<file path="src/rtl/nrr_pkg.sv">
`timescale 1ns / 1ps
`default_nettype none
// ----------------------------------------------------------------------------
// nrr_pkg
// Shared types, constants and fixed-point helpers of the neuron recharge block.
// ----------------------------------------------------------------------------
package nrr_pkg;

    localparam int POT_W  = 21;   // potential, signed Q.12
    localparam int AGE_W  = 16;   // firing age
    localparam int FAC_W  = 20;   // recovery and gain factors, Q.16
    localparam int UNIT_W = 17;   // factors limited to one, Q1.16
    localparam int IDX_W  = 3;
    localparam int CFG_W  = 21;

    localparam logic [UNIT_W-1:0] ONE_Q16  = 17'h10000;
    localparam logic [UNIT_W-1:0] HALF_Q16 = 17'h08000;

    // Register indexes of the configuration port.
    localparam logic [IDX_W-1:0] CFG_REST_POTENTIAL = 3'd0;
    localparam logic [IDX_W-1:0] CFG_LEAK_FACTOR    = 3'd1;
    localparam logic [IDX_W-1:0] CFG_RECOVERY_RESET = 3'd2;
    localparam logic [IDX_W-1:0] CFG_RECOVERY_DECAY = 3'd3;
    localparam logic [IDX_W-1:0] CFG_GAIN_RESET     = 3'd4;
    localparam logic [IDX_W-1:0] CFG_GAIN_DECAY     = 3'd5;

    typedef struct packed {
        logic [POT_W-1:0]  rest_potential;
        logic [UNIT_W-1:0] leak_factor;
        logic [FAC_W-1:0]  recovery_reset;
        logic [UNIT_W-1:0] recovery_decay;
        logic [FAC_W-1:0]  gain_reset;
        logic [UNIT_W-1:0] gain_decay;
    } t_cfg;

    // One power lane: running product and running square.
    typedef struct packed {
        logic [UNIT_W-1:0] p;
        logic [UNIT_W-1:0] base;
    } t_lane;

    typedef struct packed {
        logic [POT_W-1:0] pot;
        logic [AGE_W-1:0] age;
        logic             age_zero;
        t_lane            m;
        t_lane            h;
    } t_pow;

    typedef struct packed {
        logic [POT_W-1:0] pot;
        logic [FAC_W-1:0] m;
        logic [FAC_W-1:0] h;
    } t_fac;

    // Q1.16 product of two values no larger than one, rounded to nearest.
    function automatic logic [UNIT_W-1:0] mul_q16(input logic [UNIT_W-1:0] a,
                                                  input logic [UNIT_W-1:0] b);
        logic [2*UNIT_W:0] prod;
        prod = {{(UNIT_W+1){1'b0}}, a} * {{(UNIT_W+1){1'b0}}, b}
             + {{(UNIT_W+1){1'b0}}, HALF_Q16};
        return prod[UNIT_W+15:16];
    endfunction

    // Limits a factor register to one.
    function automatic logic [UNIT_W-1:0] clamp_one(input logic [UNIT_W-1:0] f);
        return (f > ONE_Q16) ? ONE_Q16 : f;
    endfunction

endpackage
`default_nettype wire

</file>
<file path="src/rtl/nrr_pow_stage.sv">
`timescale 1ns / 1ps
`default_nettype none
// ----------------------------------------------------------------------------
// nrr_pow_stage
// One square-and-multiply step of both power lanes, for one bit of the age.
// ----------------------------------------------------------------------------
module nrr_pow_stage #(
    parameter int BIT = 0
) (
    input  wire logic          i_clk,
    input  wire logic          i_rst_n,
    input  wire logic          i_en,
    input  wire logic          i_vld,
    input  wire nrr_pkg::t_pow i_data,
    output logic               o_vld,
    output nrr_pkg::t_pow      o_data
);

    logic          r_vld;
    nrr_pkg::t_pow r_data;
    nrr_pkg::t_pow n_data;

    always_comb begin
        n_data        = i_data;
        n_data.m.base = nrr_pkg::mul_q16(i_data.m.base, i_data.m.base);
        n_data.h.base = nrr_pkg::mul_q16(i_data.h.base, i_data.h.base);
        if (i_data.age[BIT]) begin
            n_data.m.p = nrr_pkg::mul_q16(i_data.m.p, i_data.m.base);
            n_data.h.p = nrr_pkg::mul_q16(i_data.h.p, i_data.h.base);
        end
    end

    always_ff @(posedge i_clk) begin
        if (!i_rst_n) begin
            r_vld <= 1'b0;
        end else if (i_en) begin
            r_vld <= i_vld;
        end
    end

    always_ff @(posedge i_clk) begin
        if (i_en) begin
            r_data <= n_data;
        end
    end

    assign o_vld  = r_vld;
    assign o_data = r_data;

endmodule
`default_nettype wire

</file>
<file path="config.mk">
export PLATFORM = sky130hd
export DESIGN_NAME = nrr_pow_stage
export DESIGN_NICKNAME = d
export VERILOG_FILES = /design/src/rtl/nrr_pkg.sv /design/src/rtl/nrr_pow_stage.sv
export SDC_FILE = /design/constraint.sdc
export NUM_CORES = 2
export LEC_CHECK = 0
export BUFFER_PORTS_ARGS = -buffer_cell sky130_fd_sc_hd__buf_2
export CAP_MARGIN = 25
export CORE_UTILIZATION = 50
export CTS_CLUSTER_SIZE = 40
export DETAILED_ROUTE_END_ITERATION = 8
export PLACE_DENSITY = 0.67
export SLEW_MARGIN = 20
export SYNTH_ARGS = -nofsm -noshare
export SYNTH_HDL_FRONTEND = slang
export SYNTH_SLANG_ARGS = --single-unit
export TNS_END_PERCENT = 10
</file>
<file path="constraint.sdc">
create_clock -name i_clk -period 10.3 [get_ports i_clk]
set_input_delay 0.515 -clock i_clk [delete_from_list [all_inputs] [get_ports i_clk]]
set_output_delay 0.515 -clock i_clk [all_outputs]
set_load 0.02 [all_outputs]
</file>
==> results.md <==
* Iter 0 DRT Violations at about 1000
* Nets at about 5400
* Worst Reg2Reg Path Length in Cells at 2
* RSZ-0062 raised after global routing: no
* Top-area cell type share of the netlist area at 0.442
* Inst Count DP at 4999
* Layout Skew at 0 ns
* Clock Latency Late Sink at roughly 0.40 ns
* H-tree levels at 3
* Tmin final at 6.87 ns
* Final setup viols at 0
* Worst EP arrival at 7.03 ns
* Dominant synthesized flop cell: edfxtp_1
* Final Hold Fails at 0
* Clk buf depth at 2
* # fillers at 6796
* Yosys warns at 0
* Final ANT Viol Nets at 0
* Row count at 100
* CTS tree: yes
* Vias in the first global route at 27871
* Post-synthesis sequential area ratio at 0.0850
* Reg-to-Reg Start: o_vld$_SDFFE_PN0P_
* Least-Margin Pin Slew at approximately 0.86 ns
* # diodes at 0
* Worst-path maximum fanout at 34
* Routed WL at 80100 um
* Initial Util at 0.506
* Number of setup buffers added after CTS at 0
* Global Route Usage Sum at 0.225
* Post-Syn Area at 37700 um2
* Final Non-Filler Cells at 5015
* Slew headroom at 0.424
* Max incr delay on CP at 0.63 ns
* Clk root buf: clkbuf_16
* Worst r2r dst: o_vld$_SDFFE_PN0P_
* Placed Area at 39400 um2
* Cts repair resizes at 0
* Most frequent cells in the layout: 1111 x inv_1, 832 x fa_1, 448 x ha_1
* CP endpoint kind: register
* Post-Syn Instances at ~4000
* CTS buffer count at 9
* CP required at 10.45 ns
* Final Cycle Share at 0.667
* Net Count, Synth at 5352
* First-pass GRT wire length at 138000 um
* Multi-input gate area at 29700 um2
* Crit-path slowest cell: buf_2
* Placer's final routability congestion estimate at between 0.8 and 0.9
* First-pass DRT Iterations at 5
* Detailed-placement wirelength estimate at 61700 um
* CP delay by family, top: adder cells
* X dimension of the die at roughly 280 um
* Largest net degree at the start of global routing at 61
* Worst path cell trace: buf_2 -> nand2_1 -> fa_1 -> fa_1 -> fa_1 -> fa_1 -> inv_1 -> fa_1 -> inv_1 -> fa_1 -> inv_1 -> ha_1 -> a21o_1 -> a221o_1 -> o21ai_1 -> nand2_1 -> a2111o_1 -> a31oi_2 -> o21ai_1 -> xor2_1 -> mux2_2
* Min-delay src: i_data[103]
* Crit. path cell count at 21
* CP most frequent cell: fa_1
* Hold Path Class: in -> reg
* Synth cell types at 67
* Hold Buf Count CTS at 0
* Commonest non-fill, non-tap cell in the layout: inv_1
* Avg Inst Size Synth at 9.51 um2
* Fraction of layout cells with a size suffix above 1 at 0.0722
* Hold depth at 1
* Slew Limit Fails at 0
* Layout area overhead at 5.39%
* Via density at 5.05
* Startpoint types: primary input
* Register area at 3200 um2
* Die height at around 280 um
* Global route overflow at 0
* Synth async-reset ratio at 0
* Yosys top cell by area: fa_1
* Fmax at 0.146 GHz
* Die Footprint at 76400 um2
* IO Pins at 217
* Area of the core at 74400 um2
* Antenna violations before repair at 1
* WHS at 0.287 ns
* Max cap viols at 0
* Design area at 39700 um2
* Reg clk slew, reported paths at around 0.08 ns
* FF-to-FF setup slack at 9.70 ns
* Setup Crit Path Kind: in -> reg
* WHS Endpoint: o_data[103]$_DFFE_PP_
* Synthesized flop and latch total at between 100 and 150
* TritonCTS Sinks at approximately 110
* DRC violations left at 0
* Post-synth EDFFs at 106
* I/O Buffers at 216
* Wire length per cell at approximately 16 um
* CP bufs+invs at 4
* Fin Setup TNS at 0 ns
* Top post-synthesis cells by area: fa_1 44%, ha_1 15%, inv_1 11%
* Vias at 25301
* Outcome: complete, no violations
## sequential cells by signal, summed over array words and instances (netlist names)
| signal | flops |
|---|---|
| o_data | 106 |
| o_vld | 1 |
## worst max-delay path by stage
stage	to	from	slack [ns]
after floorplan	o_data[32]$_DFFE_PP_	i_data[2]	3.72
after global placement	o_data[50]$_DFFE_PP_	i_data[45]	3.16
after detailed placement	o_data[50]$_DFFE_PP_	i_data[45]	3.03
after CTS	o_data[50]$_DFFE_PP_	i_data[45]	3.45
after global routing	o_data[50]$_DFFE_PP_	i_data[45]	3.03
final	o_data[32]$_DFFE_PP_	i_data[2]	3.43
## cell type report
cell class                 instances  share of cell area
clock buffer                       9             0.00567
timing repair buffer             218              0.0277
tap                              969              0.0305
inverter                        1111               0.105
clock inverter                     7             0.00148
multi-input combinational       2594               0.749
sequential                       107              0.0807
## cells in the mapped netlist (all sizes together) (3+ instances only)
cell	n
a211o	3
nand3	15
o21bai	9
a21oi	65
and4	4
ha	448
a21boi	3
xor2	26
nor2	63
inv	1111
a211oi	5
o21ai	30
a31oi	8
xnor2	66
edfxtp	106
a21o	34
a31o	4
clkbuf	150
and2	403
and3	5
or3	3
nand4	8
or2	9
fa	832
o21a	7
o211ai	6
nor2b	19
mux2	28
nor3	10
nand2	445
o31ai	7
## stage by stage
step                       util  worst slack, ns
after floorplan               -             3.72
after detailed placement  0.529             3.03
after CTS                 0.533             3.45
final                     0.533             3.43
after global placement    0.529             3.16
after global routing      0.533             3.03
## cells by family after synthesis
| kind of cell | after synthesis | synth area share |
|---|---|---|
| flops | 107 | 0.0850 |
| xor+xnor | 92 | 0.0214 |
| mux | 29 | 0.00864 |
| fa+ha+maj | 1280 | 0.591 |
| buf+inv | 1261 | 0.126 |
| compound gates | 197 | 0.0364 |
| simple gates | 996 | 0.132 |
## routing by layer
layer,track usage,wire (um),vias up
met2,0.385,39500,530
met5,0,0,-
met1,0.304,35300,12944
met3,0.0324,4030,74
li1,-,-,11753
met4,0.0483,1270,0
Power is left out: the tool's default activity adds up to more than one toggle a clock period on the data nets, which glitch-free logic cannot reach.
