[src/rtl/nrr_pkg.sv]
`timescale 1ns / 1ps
`default_nettype none
// ----------------------------------------------------------------------------
// nrr_pkg
// Shared types, constants and fixed-point helpers of the neuron recharge block.
// ----------------------------------------------------------------------------
package nrr_pkg;

    localparam int POT_W  = 21;   // potential, signed Q.12
    localparam int AGE_W  = 16;   // firing age
    localparam int FAC_W  = 20;   // recovery and gain factors, Q.16
    localparam int UNIT_W = 17;   // factors limited to one, Q1.16
    localparam int IDX_W  = 3;
    localparam int CFG_W  = 21;

    localparam logic [UNIT_W-1:0] ONE_Q16  = 17'h10000;
    localparam logic [UNIT_W-1:0] HALF_Q16 = 17'h08000;

    // Register indexes of the configuration port.
    localparam logic [IDX_W-1:0] CFG_REST_POTENTIAL = 3'd0;
    localparam logic [IDX_W-1:0] CFG_LEAK_FACTOR    = 3'd1;
    localparam logic [IDX_W-1:0] CFG_RECOVERY_RESET = 3'd2;
    localparam logic [IDX_W-1:0] CFG_RECOVERY_DECAY = 3'd3;
    localparam logic [IDX_W-1:0] CFG_GAIN_RESET     = 3'd4;
    localparam logic [IDX_W-1:0] CFG_GAIN_DECAY     = 3'd5;

    typedef struct packed {
        logic [POT_W-1:0]  rest_potential;
        logic [UNIT_W-1:0] leak_factor;
        logic [FAC_W-1:0]  recovery_reset;
        logic [UNIT_W-1:0] recovery_decay;
        logic [FAC_W-1:0]  gain_reset;
        logic [UNIT_W-1:0] gain_decay;
    } t_cfg;

    // One power lane: running product and running square.
    typedef struct packed {
        logic [UNIT_W-1:0] p;
        logic [UNIT_W-1:0] base;
    } t_lane;

    typedef struct packed {
        logic [POT_W-1:0] pot;
        logic [AGE_W-1:0] age;
        logic             age_zero;
        t_lane            m;
        t_lane            h;
    } t_pow;

    typedef struct packed {
        logic [POT_W-1:0] pot;
        logic [FAC_W-1:0] m;
        logic [FAC_W-1:0] h;
    } t_fac;

    // Q1.16 product of two values no larger than one, rounded to nearest.
    function automatic logic [UNIT_W-1:0] mul_q16(input logic [UNIT_W-1:0] a,
                                                  input logic [UNIT_W-1:0] b);
        logic [2*UNIT_W:0] prod;
        prod = {{(UNIT_W+1){1'b0}}, a} * {{(UNIT_W+1){1'b0}}, b}
             + {{(UNIT_W+1){1'b0}}, HALF_Q16};
        return prod[UNIT_W+15:16];
    endfunction

    // Limits a factor register to one.
    function automatic logic [UNIT_W-1:0] clamp_one(input logic [UNIT_W-1:0] f);
        return (f > ONE_Q16) ? ONE_Q16 : f;
    endfunction

endpackage
`default_nettype wire

[src/rtl/nrr_factor.sv]
`timescale 1ns / 1ps
`default_nettype none
// ----------------------------------------------------------------------------
// nrr_factor
// Scales the reset deficit by the power and applies the special cases.
// ----------------------------------------------------------------------------
module nrr_factor (
    input  wire logic          i_clk,
    input  wire logic          i_rst_n,
    input  wire logic          i_en,
    input  wire nrr_pkg::t_cfg i_cfg,
    input  wire logic          i_vld,
    input  wire nrr_pkg::t_pow i_data,
    output logic               o_vld,
    output nrr_pkg::t_fac      o_data
);

    localparam logic [nrr_pkg::FAC_W-1:0] ONE_F = 20'h10000;

    // Factor for reset r, clamped decay mu and power p.
    function automatic logic [nrr_pkg::FAC_W-1:0] fac_calc(
        input logic [nrr_pkg::FAC_W-1:0]  r,
        input logic [nrr_pkg::UNIT_W-1:0] mu,
        input logic [nrr_pkg::UNIT_W-1:0] p,
        input logic                       age_zero
    );
        logic [nrr_pkg::FAC_W-1:0]   d;
        logic [nrr_pkg::FAC_W+nrr_pkg::UNIT_W:0] prod;
        logic [nrr_pkg::FAC_W-1:0]   e;
        logic [nrr_pkg::FAC_W-1:0]   res;
        d    = (r < ONE_F) ? (ONE_F - r) : (r - ONE_F);
        prod = {{(nrr_pkg::UNIT_W+1){1'b0}}, d} * {{(nrr_pkg::FAC_W+1){1'b0}}, p}
             + {{(nrr_pkg::FAC_W+1){1'b0}}, nrr_pkg::HALF_Q16};
        e    = prod[nrr_pkg::FAC_W+15:16];
        res  = (r < ONE_F) ? (ONE_F - e) : (ONE_F + e);
        if (age_zero || r == ONE_F) begin
            res = r;
        end else if (mu == '0) begin
            res = ONE_F;
        end else if (mu == nrr_pkg::ONE_Q16) begin
            res = r;
        end
        return res;
    endfunction

    logic          r_vld;
    nrr_pkg::t_fac r_data;
    nrr_pkg::t_fac n_data;

    always_comb begin
        n_data.pot = i_data.pot;
        n_data.m   = fac_calc(i_cfg.recovery_reset, nrr_pkg::clamp_one(i_cfg.recovery_decay),
                              i_data.m.p, i_data.age_zero);
        n_data.h   = fac_calc(i_cfg.gain_reset, nrr_pkg::clamp_one(i_cfg.gain_decay),
                              i_data.h.p, i_data.age_zero);
    end

    always_ff @(posedge i_clk) begin
        if (!i_rst_n) begin
            r_vld <= 1'b0;
        end else if (i_en) begin
            r_vld <= i_vld;
        end
    end

    always_ff @(posedge i_clk) begin
        if (i_en) begin
            r_data <= n_data;
        end
    end

    assign o_vld  = r_vld;
    assign o_data = r_data;

endmodule
`default_nettype wire

[config.mk]
export PLATFORM = sky130hd
export DESIGN_NAME = nrr_factor
export DESIGN_NICKNAME = d
export VERILOG_FILES = /design/src/rtl/nrr_pkg.sv /design/src/rtl/nrr_factor.sv
export SDC_FILE = /design/constraint.sdc
export NUM_CORES = 2
export LEC_CHECK = 0
export ABC_AREA = 1
export BUFFER_PORTS_ARGS = -buffer_cell sky130_fd_sc_hd__clkbuf_2
export CAP_MARGIN = 20
export CELL_PAD_IN_SITES_DETAIL_PLACEMENT = 0
export CELL_PAD_IN_SITES_GLOBAL_PLACEMENT = 2
export CORE_ASPECT_RATIO = 1.1
export CORE_MARGIN = 2
export CORE_UTILIZATION = 36
export DETAILED_ROUTE_END_ITERATION = 10
export PLACE_DENSITY_LB_ADDON = 0.1
export SYNTH_ARGS = -nofsm -noshare
export SYNTH_HDL_FRONTEND = slang
export SYNTH_SLANG_ARGS = --single-unit
export TNS_END_PERCENT = 10
[constraint.sdc]
create_clock -name i_clk -period 11.3 [get_ports i_clk]
set_input_delay 2.26 -clock i_clk [delete_from_list [all_inputs] [get_ports i_clk]]
set_output_delay 2.26 -clock i_clk [all_outputs]
set_load 0.02 [all_outputs]
==> results.txt <==
- Number of enable-type register cells in the synthesized netlist: 61
- Data on the critical path is required at its endpoint by 11370 ps.
* Unrepaired setup endpoints after global routing: false
- Growth of design area from synthesis to finish: 9.733%
- Synth async-reset ratio: 0
* Final weighted congestion of routability-driven global placement: 0.8591
- Top-level I/O count: between 200 and 300
- The slowest stage of the critical path belongs to the cell fa_1.
* Sequential share of the synthesized area: 0.06477
- After filler insertion, the fill cell instance count of the layout stands at 8565.
- Critical path arrival: approximately 11000 ps
- Relative slew slack: 0.4549
- For this run, the total global-route usage over all layers was measured as 0.2459.
* Vias in the first global route: around 26000
- The initial utilization of the core area, before any placement, comes to 0.3629.
- Prevailing post-synth register cell: edfxtp_1
* Global-route wire length before repair: ~150000 um
* Endpoint of the worst-slack reg-to-reg timing path: o_vld$_SDFFE_PN0P_
- Root buf cell: clkbuf_16
- Fraction of final layout cells with drive strength greater than 1: 0.09787
* Final worst path period share: 0.9304
* Aggregate global routing overflow: 0
- The library cell used most frequently in the layout, excluding fill and tap cells, is inv_1.
- The worst register-to-register path has a depth of 2.
* Count of vias placed by the detailed router: 24378
- Cells after Synth: 3945
* Antenna Violating Nets Remaining: 0
* Post-synthesis sequential element count: 62
- The floorplan has 108 rows.
* Number of distinct library cells after synthesis: 47
- Vertical die dimension: around 300 um
- Start of the worst register-to-register path: o_vld$_SDFFE_PN0P_
- For flop-to-flop paths, the worst setup slack is 10630 ps.
* Die width: 272.7 um
- STA classifies the critical path endpoint as a flop.
- The region available for standard cell placement spans about 79000 um^2.
* Cts repair resizes: 0
- The mapped netlist covers 28590 um^2.
- The path class of the tightest hold or removal check is reg -> reg.
- Startpoint type of the worst setup path: primary input
* Vias per inst: 4.703
- Transition at the pin with the smallest max-transition slack: 817.6 ps
- Insertion delay of the later-clocked pin in the worst-skew pair: 330 ps
- Total number of clock tree sinks: 62
- Buffers inserted during clock tree synthesis total 9.
- The most numerous cell type found on the critical path is nand2_1.
- Maximum number of pins on one net before global-route repair: 64
* Min-delay src: o_vld$_SDFFE_PN0P_
- Peak clock frequency supported by timing: 0.09511 GHz
- TritonCTS clock tree: done
- The Yosys step of the flow raised 0 warnings.
- Worst-case hold path end point: o_vld$_SDFFE_PN0P_
- After detailed routing, the average wire length per cell comes to approximately 19 um.
- The flow ran to the end, and the final reports show no timing, DRC or antenna violations.
* Maximum net fanout on the critical path: 8
- # hold bufs at CTS: 0
* Minimum period implied by the final worst setup slack: 10510 ps
- 0 antenna diodes ended up in the layout.
- Count of max-cap constraint violations: 0
* Largest buffer count on any clock path: 2
- Each instance of the synthesized netlist takes up on average 7.247 um^2.
- Summed over all layers, the routed wires come to 97050 um.
- Length of the first detailed-routing pass in iterations: 5
- Detailed Place HPWL: 85880 um
- Hold Fails Final Rpt: 0
- Count of buffers added by post-CTS timing repair for setup: 0
- Number of cells on the worst hold path: 2
* Worst clock skew: 0 ps
- Number of I/O port buffers: 195
* Largest stage delay on the critical path: roughly 560 ps
* Fin nets: 5141
* Synthesized net count: between 4000 and 5000
* Number of antenna violations at the first check in global routing: 0
- Setup violations remaining at the end of the flow were counted as 0.
* Count of routing violations after the opening detailed-route iteration: 990
* Worst setup path category: in -> reg
* Number of max-slew violations in the final report: 0
- Clock transition at path regs: 50 ps
- The floorplan step defined a die boundary enclosing about 82000 um^2.
- Remaining DRCs: 0
- Leaving out fill and tap cells, the most frequent cells in the layout are 1055 x inv_1, 813 x nand2_1, 547 x nor2_1.
* Total negative slack: 0 ps
- Hold Slack: ~560 ps
- The H-tree generated during clock tree synthesis spans 3 levels.
[worst max-delay path, delay by kind of cell]
kind                       cells  cell delay, ps
buffers and inverters         13            1580
AOI/OAI and AO/OA              1              60
xor gates and xnor gates       1              70
and+or+nand+nor               23            2790
adders and majority gates      9            3810
[how the worst max path moves through the flow]
stage,from,end,slack [ps],depth (start not counted)
after floorplan,i_cfg[17],o_data[10]$_DFFE_PP_,1810,45
after global routing,i_cfg[17],o_data[12]$_DFFE_PP_,160,47
after CTS,i_cfg[17],o_data[12]$_DFFE_PP_,740,47
after detailed placement,i_cfg[17],o_data[12]$_DFFE_PP_,450,47
final,i_cfg[17],o_data[12]$_DFFE_PP_,790,47
after global placement,i_cfg[17],o_data[12]$_DFFE_PP_,440,47
[synth_stat cells (5+ instances only)]
cell type  count  share of area
o21ai_0       57          0.010
nand2_2       25         0.0055
a21oi_2        5         0.0015
a21oi_1       90          0.016
nand3b_1      10         0.0026
nor4_1        14         0.0031
clkinv_1      15         0.0020
nand3_1      131          0.023
nor2_1       549          0.072
buf_2         20         0.0035
inv_1       1055           0.14
xor2_1        13         0.0040
o22ai_1        6         0.0013
clkbuf_1      77          0.010
fa_1         536           0.38
nand3_2       10         0.0035
ha_1         250           0.11
inv_2         24         0.0032
edfxtp_1      61          0.064
xnor2_1        9         0.0028
o21bai_1      15         0.0039
nor3_1        36         0.0063
nor3_2         7         0.0025
nand2_1      813           0.11
nor2_2        16         0.0035
nor2_4         6         0.0024
o21ai_1       26         0.0046
o211ai_1       9         0.0024
nand4_1       24         0.0053
or2_2          6         0.0013
[metal layers]
metal	vias up	GRT usage	wire [um]
met3	95	0.009293	1646
met4	0	0.06031	2828
li1	11898	-	-
met5	-	0	0
met2	312	0.4790	53170
met1	12073	0.2936	39400
[state kept, by name, summed over array words and instances, names as in the netlist]
name,flops
o_data,61
o_vld,1
[metrics by stage]
step	cell area [um^2]	util	worst slack (ps)	std cells
final	31370	0.3982	786.1	5183
after detailed placement	31110	0.3948	452.3	5167
after global routing	31370	0.3982	159.0	5183
after global placement	31110	0.3948	437.6	5167
after CTS	31370	0.3982	744.0	5183
after floorplan	28590	-	1813	3945
[area by class of cell]
class                      instances  area (um^2)  share of cell area
multi-input combinational       2688        22230              0.7085
tap                             1045         1308             0.04168
timing repair buffer             278         1612             0.05137
inverter                        1094         4106              0.1309
sequential                        62         1852             0.05903
clock buffer                       9        225.2            0.007179
clock inverter                     7        41.29            0.001316
[cells by family (layout without fill, tap and decap cells)]
logic type      count (synthesis)  count (layout)  synth area share
flops                          62              62           0.06477
xor+xnor                       26              26          0.009234
compound gates                223             223           0.04376
buf+inv                      1195            1388            0.1579
simple gates                 1653            1653            0.2396
fa+ha+maj                     786             786            0.4847
Power is left out: the tool's default activity adds up to more than one toggle a clock period on the data nets, which glitch-free logic cannot reach.
