[config.mk]
export PLATFORM = sky130hd
export DESIGN_NAME = nrr_recharge
export DESIGN_NICKNAME = d
export VERILOG_FILES = /design/src/rtl/nrr_pkg.sv /design/src/rtl/nrr_recharge.sv
export SDC_FILE = /design/constraint.sdc
export NUM_CORES = 2
export LEC_CHECK = 0
export ABC_AREA = 0
export BUFFER_PORTS_ARGS = -buffer_cell sky130_fd_sc_hd__buf_2
export CAP_MARGIN = 5
export CORE_AREA = 2 2 230 232
export DETAILED_ROUTE_END_ITERATION = 10
export DIE_AREA = 0 0 232 234
export HOLD_SLACK_MARGIN = 0.12
export PLACE_DENSITY = 0.87
export SYNTH_ARGS = -nofsm -noshare
export SYNTH_HDL_FRONTEND = slang
export SYNTH_SLANG_ARGS = --single-unit
[constraint.sdc]
create_clock -name i_clk -period 12.2 [get_ports i_clk]
set_input_delay 1.22 -clock i_clk [delete_from_list [all_inputs] [get_ports i_clk]]
set_output_delay 1.22 -clock i_clk [all_outputs]
set_load 0.05 [all_outputs]
[src/rtl/nrr_pkg.sv]
`timescale 1ns / 1ps
`default_nettype none
// ----------------------------------------------------------------------------
// nrr_pkg
// Shared types, constants and fixed-point helpers of the neuron recharge block.
// ----------------------------------------------------------------------------
package nrr_pkg;

    localparam int POT_W  = 21;   // potential, signed Q.12
    localparam int AGE_W  = 16;   // firing age
    localparam int FAC_W  = 20;   // recovery and gain factors, Q.16
    localparam int UNIT_W = 17;   // factors limited to one, Q1.16
    localparam int IDX_W  = 3;
    localparam int CFG_W  = 21;

    localparam logic [UNIT_W-1:0] ONE_Q16  = 17'h10000;
    localparam logic [UNIT_W-1:0] HALF_Q16 = 17'h08000;

    // Register indexes of the configuration port.
    localparam logic [IDX_W-1:0] CFG_REST_POTENTIAL = 3'd0;
    localparam logic [IDX_W-1:0] CFG_LEAK_FACTOR    = 3'd1;
    localparam logic [IDX_W-1:0] CFG_RECOVERY_RESET = 3'd2;
    localparam logic [IDX_W-1:0] CFG_RECOVERY_DECAY = 3'd3;
    localparam logic [IDX_W-1:0] CFG_GAIN_RESET     = 3'd4;
    localparam logic [IDX_W-1:0] CFG_GAIN_DECAY     = 3'd5;

    typedef struct packed {
        logic [POT_W-1:0]  rest_potential;
        logic [UNIT_W-1:0] leak_factor;
        logic [FAC_W-1:0]  recovery_reset;
        logic [UNIT_W-1:0] recovery_decay;
        logic [FAC_W-1:0]  gain_reset;
        logic [UNIT_W-1:0] gain_decay;
    } t_cfg;

    // One power lane: running product and running square.
    typedef struct packed {
        logic [UNIT_W-1:0] p;
        logic [UNIT_W-1:0] base;
    } t_lane;

    typedef struct packed {
        logic [POT_W-1:0] pot;
        logic [AGE_W-1:0] age;
        logic             age_zero;
        t_lane            m;
        t_lane            h;
    } t_pow;

    typedef struct packed {
        logic [POT_W-1:0] pot;
        logic [FAC_W-1:0] m;
        logic [FAC_W-1:0] h;
    } t_fac;

    // Q1.16 product of two values no larger than one, rounded to nearest.
    function automatic logic [UNIT_W-1:0] mul_q16(input logic [UNIT_W-1:0] a,
                                                  input logic [UNIT_W-1:0] b);
        logic [2*UNIT_W:0] prod;
        prod = {{(UNIT_W+1){1'b0}}, a} * {{(UNIT_W+1){1'b0}}, b}
             + {{(UNIT_W+1){1'b0}}, HALF_Q16};
        return prod[UNIT_W+15:16];
    endfunction

    // Limits a factor register to one.
    function automatic logic [UNIT_W-1:0] clamp_one(input logic [UNIT_W-1:0] f);
        return (f > ONE_Q16) ? ONE_Q16 : f;
    endfunction

endpackage
`default_nettype wire

[src/rtl/nrr_recharge.sv]
`timescale 1ns / 1ps
`default_nettype none
// ----------------------------------------------------------------------------
// nrr_recharge
// Three stages: leak times M and offset from rest, scaling, then saturation.
// ----------------------------------------------------------------------------
module nrr_recharge (
    input  wire logic          i_clk,
    input  wire logic          i_rst_n,
    input  wire logic          i_en,
    input  wire nrr_pkg::t_cfg i_cfg,
    input  wire logic          i_vld,
    input  wire nrr_pkg::t_fac i_data,
    output logic               o_vld,
    output nrr_pkg::t_fac      o_data
);

    localparam int DIFF_W = nrr_pkg::POT_W + 1;
    localparam int TM_W   = DIFF_W + nrr_pkg::FAC_W - 16;
    localparam int NV_W   = TM_W + 2;
    localparam logic signed [NV_W-1:0] POT_MAX = NV_W'(1048575);
    localparam logic signed [NV_W-1:0] POT_MIN = -NV_W'(1048576);

    typedef struct packed {
        logic [DIFF_W-1:0]        mag;
        logic                     neg;
        logic [nrr_pkg::FAC_W-1:0] c;
        logic [nrr_pkg::FAC_W-1:0] m;
        logic [nrr_pkg::FAC_W-1:0] h;
    } t_scale;

    typedef struct packed {
        logic [TM_W-1:0]           tm;
        logic                      neg;
        logic [nrr_pkg::FAC_W-1:0] m;
        logic [nrr_pkg::FAC_W-1:0] h;
    } t_sum;

    logic [2:0]                r_vld;
    t_scale                    r_a;
    t_sum                      r_b;
    nrr_pkg::t_fac             r_c;
    t_scale                    n_a;
    t_sum                      n_b;
    nrr_pkg::t_fac             n_c;
    logic signed [DIFF_W-1:0]  diff;
    logic [nrr_pkg::UNIT_W+nrr_pkg::FAC_W:0] c_prod;
    logic [DIFF_W+nrr_pkg::FAC_W:0]          t_prod;
    logic signed [NV_W-1:0]    t_s;
    logic signed [NV_W-1:0]    nv;

    // Stage A: c = leak * M, and the magnitude of the offset from rest.
    always_comb begin
        diff   = $signed({i_data.pot[nrr_pkg::POT_W-1], i_data.pot})
               - $signed({i_cfg.rest_potential[nrr_pkg::POT_W-1], i_cfg.rest_potential});
        c_prod = {{(nrr_pkg::FAC_W+1){1'b0}}, nrr_pkg::clamp_one(i_cfg.leak_factor)}
               * {{(nrr_pkg::UNIT_W+1){1'b0}}, i_data.m}
               + {{(nrr_pkg::FAC_W+1){1'b0}}, nrr_pkg::HALF_Q16};
        n_a.neg = diff[DIFF_W-1];
        n_a.mag = diff[DIFF_W-1] ? DIFF_W'(-diff) : DIFF_W'(diff);
        n_a.c   = c_prod[nrr_pkg::FAC_W+15:16];
        n_a.m   = i_data.m;
        n_a.h   = i_data.h;
    end

    // Stage B: rounded magnitude of the scaled offset.
    always_comb begin
        t_prod = {{(nrr_pkg::FAC_W+1){1'b0}}, r_a.mag} * {{(DIFF_W+1){1'b0}}, r_a.c}
               + {{(DIFF_W+nrr_pkg::FAC_W-16){1'b0}}, nrr_pkg::HALF_Q16};
        n_b.tm  = t_prod[TM_W+15:16];
        n_b.neg = r_a.neg;
        n_b.m   = r_a.m;
        n_b.h   = r_a.h;
    end

    // Stage C: add the rest potential back and saturate.
    always_comb begin
        t_s = r_b.neg ? -$signed({2'b00, r_b.tm}) : $signed({2'b00, r_b.tm});
        nv  = t_s + NV_W'($signed(i_cfg.rest_potential));
        if (nv > POT_MAX) begin
            n_c.pot = POT_MAX[nrr_pkg::POT_W-1:0];
        end else if (nv < POT_MIN) begin
            n_c.pot = POT_MIN[nrr_pkg::POT_W-1:0];
        end else begin
            n_c.pot = nv[nrr_pkg::POT_W-1:0];
        end
        n_c.m = r_b.m;
        n_c.h = r_b.h;
    end

    always_ff @(posedge i_clk) begin
        if (!i_rst_n) begin
            r_vld <= '0;
        end else if (i_en) begin
            r_vld <= {r_vld[1:0], i_vld};
        end
    end

    always_ff @(posedge i_clk) begin
        if (i_en) begin
            r_a <= n_a;
            r_b <= n_b;
            r_c <= n_c;
        end
    end

    assign o_vld  = r_vld[2];
    assign o_data = r_c;

endmodule
`default_nettype wire

==> impl_metrics.csv <==
group,metric,value,unit
drt,ant_nets,0,
layout,final_cells,4315,
logic_synthesis,synth_area_leader_cell,"fa_1",
logic_synthesis,synth_edf_count,211,
clock_tree,cts_buffer_depth,3,
logic_synthesis,synth.area.top_cells,"fa_1, edfxtp_1, ha_1, inv_1, nand2_1",
setup_path,cp.required,12480,ps
sta,worst_slew_pin_slew,1170,ps
setup_path,worst_setup_path_end_kind,"register",
sta,hold_viol_final,0,
setup_path,crit_type,"in -> reg",
sta,min_period,8920,ps
sta,skew,13.7,ps
place,dpl.hpwl,62900,um
sta,setup_violations,0,
clock_tree,cts_root_buf,"clkbuf_16",
setup_path,cp_max_fo,66,
clock_tree,numCtsBuffers,24,
drt,wl_met2,41100,um
logic_synthesis,synthArstFlopShare,0,%
drt,num_vias,25500,
drt,met3_wirelength,7810,um
global_routing,grt_max_degree,133,
logic_synthesis,seq_area_frac_synth,18.4,%
run_status,status,"complete, no violations",
drt,via_per_inst,5.92,
floorplanning,start_util,66.9,%
clock_tree,htree_levels,1,
logic_synthesis,synth_seq_cells,214,
setup_path,startpoint_type,"input port",
logic_synthesis,yosys.area.top_type_share,36.1,%
min_path,hp-class,"reg -> reg",
sta,finalMaxSlewViolations,0,
place,gp_congestion,0.915,
global_routing,track_usage,32.2,%
global_routing,grt_first_pass_wirelength,137000,um
drt,firstDrtPassIters,6,
sta,fmax,112,MHz
global_routing,grt_pass1_vias,27300,
drt,routedWlPerCell,19.4,um
place,placed_cells,4271,
run,cap_violations,0,
clock_tree,cts_resized,0,
drt,top_layer_used,"met4",
floorplanning,row_count,84,
global_routing,globalRouteOverflowTotal,0,
logic_synthesis,syn_inst,3565,
sta,post-route-period-util,73.1,%
logic_synthesis,ys_warn_count,0,
logic_synthesis,syn_area,0.0348,mm^2
layout,drive_gt1_share,6.81,%
clock_tree,cts_num_sinks,214,
logic_synthesis,syn_area_per_cell,9.76,um^2
global_routing,antenna_found_initial,1,
drt,route.detailed.drc,0,
clock_tree,clkTransAtPathRegs,60,ps
clock_tree,cts_setup_buffers,0,
floorplanning,die_w,232,um
layout,fin_util,70.7,%
place,port-buffer-count,164,
clock_tree,insertion_delay,540,ps
drt,wirelength,83800,um
sta,finalSetupTns,0,ps
layout,postLayoutCellArea,0.0368,mm^2
clock_tree,hold_buffers,0,
logic_synthesis,yosys_most_used_dff,"edfxtp_1",
sta,relSlewSlack,21.8,%
drt,wl_met1,30700,um
layout,areaGrowthSynthToFinish,5.70,%
floorplanning,die_y,234,um
setup_path,worstPathArrival,9200,ps
floorplanning,die-area,0.0543,mm^2
clock_tree,cts_tree,"yes",
floorplanning,core_area,0.0520,mm^2
sta,rsz0062_at_grt,"false",
drt,drtIter0Drc,2083,
floorplanning,io_pins,239,
logic_synthesis,synth.distinct_cells,63,
place,placed_cell_area,0.0360,mm^2
logic_synthesis,syn-num-nets,4702,
layout,fin_nets,4746,
==> sequential cells by signal, indices dropped and copies added, names as in the netlist <==
signal	count
o_data	61
r_a	42
n_b	41
n_c	40
r_b	27
r_vld	3
==> routing by layer <==
| metal | vias up | global-route usage [%] |
|---|---|---|
| met4 | 0 | 14.2 |
| met5 | - | 0 |
| met1 | 12600 | 40.2 |
| li1 | 11200 | - |
| met3 | 324 | 5.25 |
| met2 | 1380 | 55.7 |
==> path summary, 6_finish.rpt <==
path                                 from  endpoint  slack [ps]  cells past startpoint
worst max-delay path            i_cfg[80]   r_a[59]        3280                     25
worst min-delay path              n_b[21]   n_c[21]         410                      0
worst max register to register    r_a[48]   r_b[66]        3610                     22
worst min register to register    n_b[21]   n_c[21]         410                      0
==> Yosys cell counts (all sizes together), types with 13 or more instances <==
cell,n
inv,725
edfxtp,211
and2,232
and3,114
nand2,515
xor2,33
a21oi,88
o31ai,13
clkbuf,157
a21o,37
o21ai,69
fa,627
nor2b,19
a211oi,15
ha,333
nor2,64
or3,13
nor3,21
nand4,17
nand3,20
xnor2,96
==> area by class of cell <==
cell class              count  area [um^2]
flip-flops and latches    214         6400
fillers                  3681        15200
multi-input cells        2463        25100
clock inverters            12          115
repair buffers            181          958
diodes                      1         2.50
well taps                 688          861
inverters                 725         2720
clock buffers              31          658
==> cells by family (layout without fill, tap and decap cells) <==
kind of cell | count (synthesis) | after routing | share of synthesized area (%)
fa+ha+maj | 960 | 960 | 48.0
other cells | 0 | 1 | 0
compound gates | 303 | 303 | 5.56
mux | 5 | 5 | 0.144
flops | 214 | 214 | 18.4
simple gates | 1066 | 1066 | 15.0
xor+xnor | 129 | 129 | 3.25
buf+inv | 888 | 949 | 9.63
==> layout by cell type (no fill, tap or decap), types with 12 or more instances in the layout <==
cell type / netlist / routed
clkbuf_16: 0 / 25
and2_1: 232 / 232
nand4_1: 17 / 17
a21o_1: 37 / 37
fa_1: 627 / 627
or3_1: 12 / 12
ha_1: 333 / 333
nor3_1: 21 / 21
buf_4: 3 / 17
xor2_1: 33 / 33
o21ai_0: 67 / 67
and3_1: 114 / 114
o31ai_1: 13 / 13
buf_2: 1 / 163
nor2b_1: 19 / 12
a211oi_1: 15 / 15
nand3_1: 20 / 20
nand2_1: 515 / 514
edfxtp_1: 211 / 211
xnor2_1: 96 / 96
inv_1: 725 / 725
nor2_1: 64 / 64
a21oi_1: 88 / 88
==> worst max-delay path, stage by stage <==
cell      delay (ps)
buf_2            210
nor4_1           340
nand4_1          150
nand2_2          700
buf_4            510
and2_1           610
nand2_1          160
fa_1             410
inv_1             80
fa_1             440
fa_1             570
fa_1             430
fa_1             500
inv_1             50
fa_1             470
inv_1             40
ha_1             300
and3_1           200
a221oi_1         330
inv_1            120
a21oi_1          250
a211oi_1         170
o41ai_1          560
mux2i_1          250
nand4_1           90
==> stage by stage <==
stage	hold slack, ps	worst slack, ps
finish	407	3280
global route	414	2610
CTS	407	3300
detailed placement	405	2750
global placement	401	2900
floorplan	400	4440
Power is left out: the tool's default activity adds up to more than one toggle a clock period on the data nets, which glitch-free logic cannot reach.
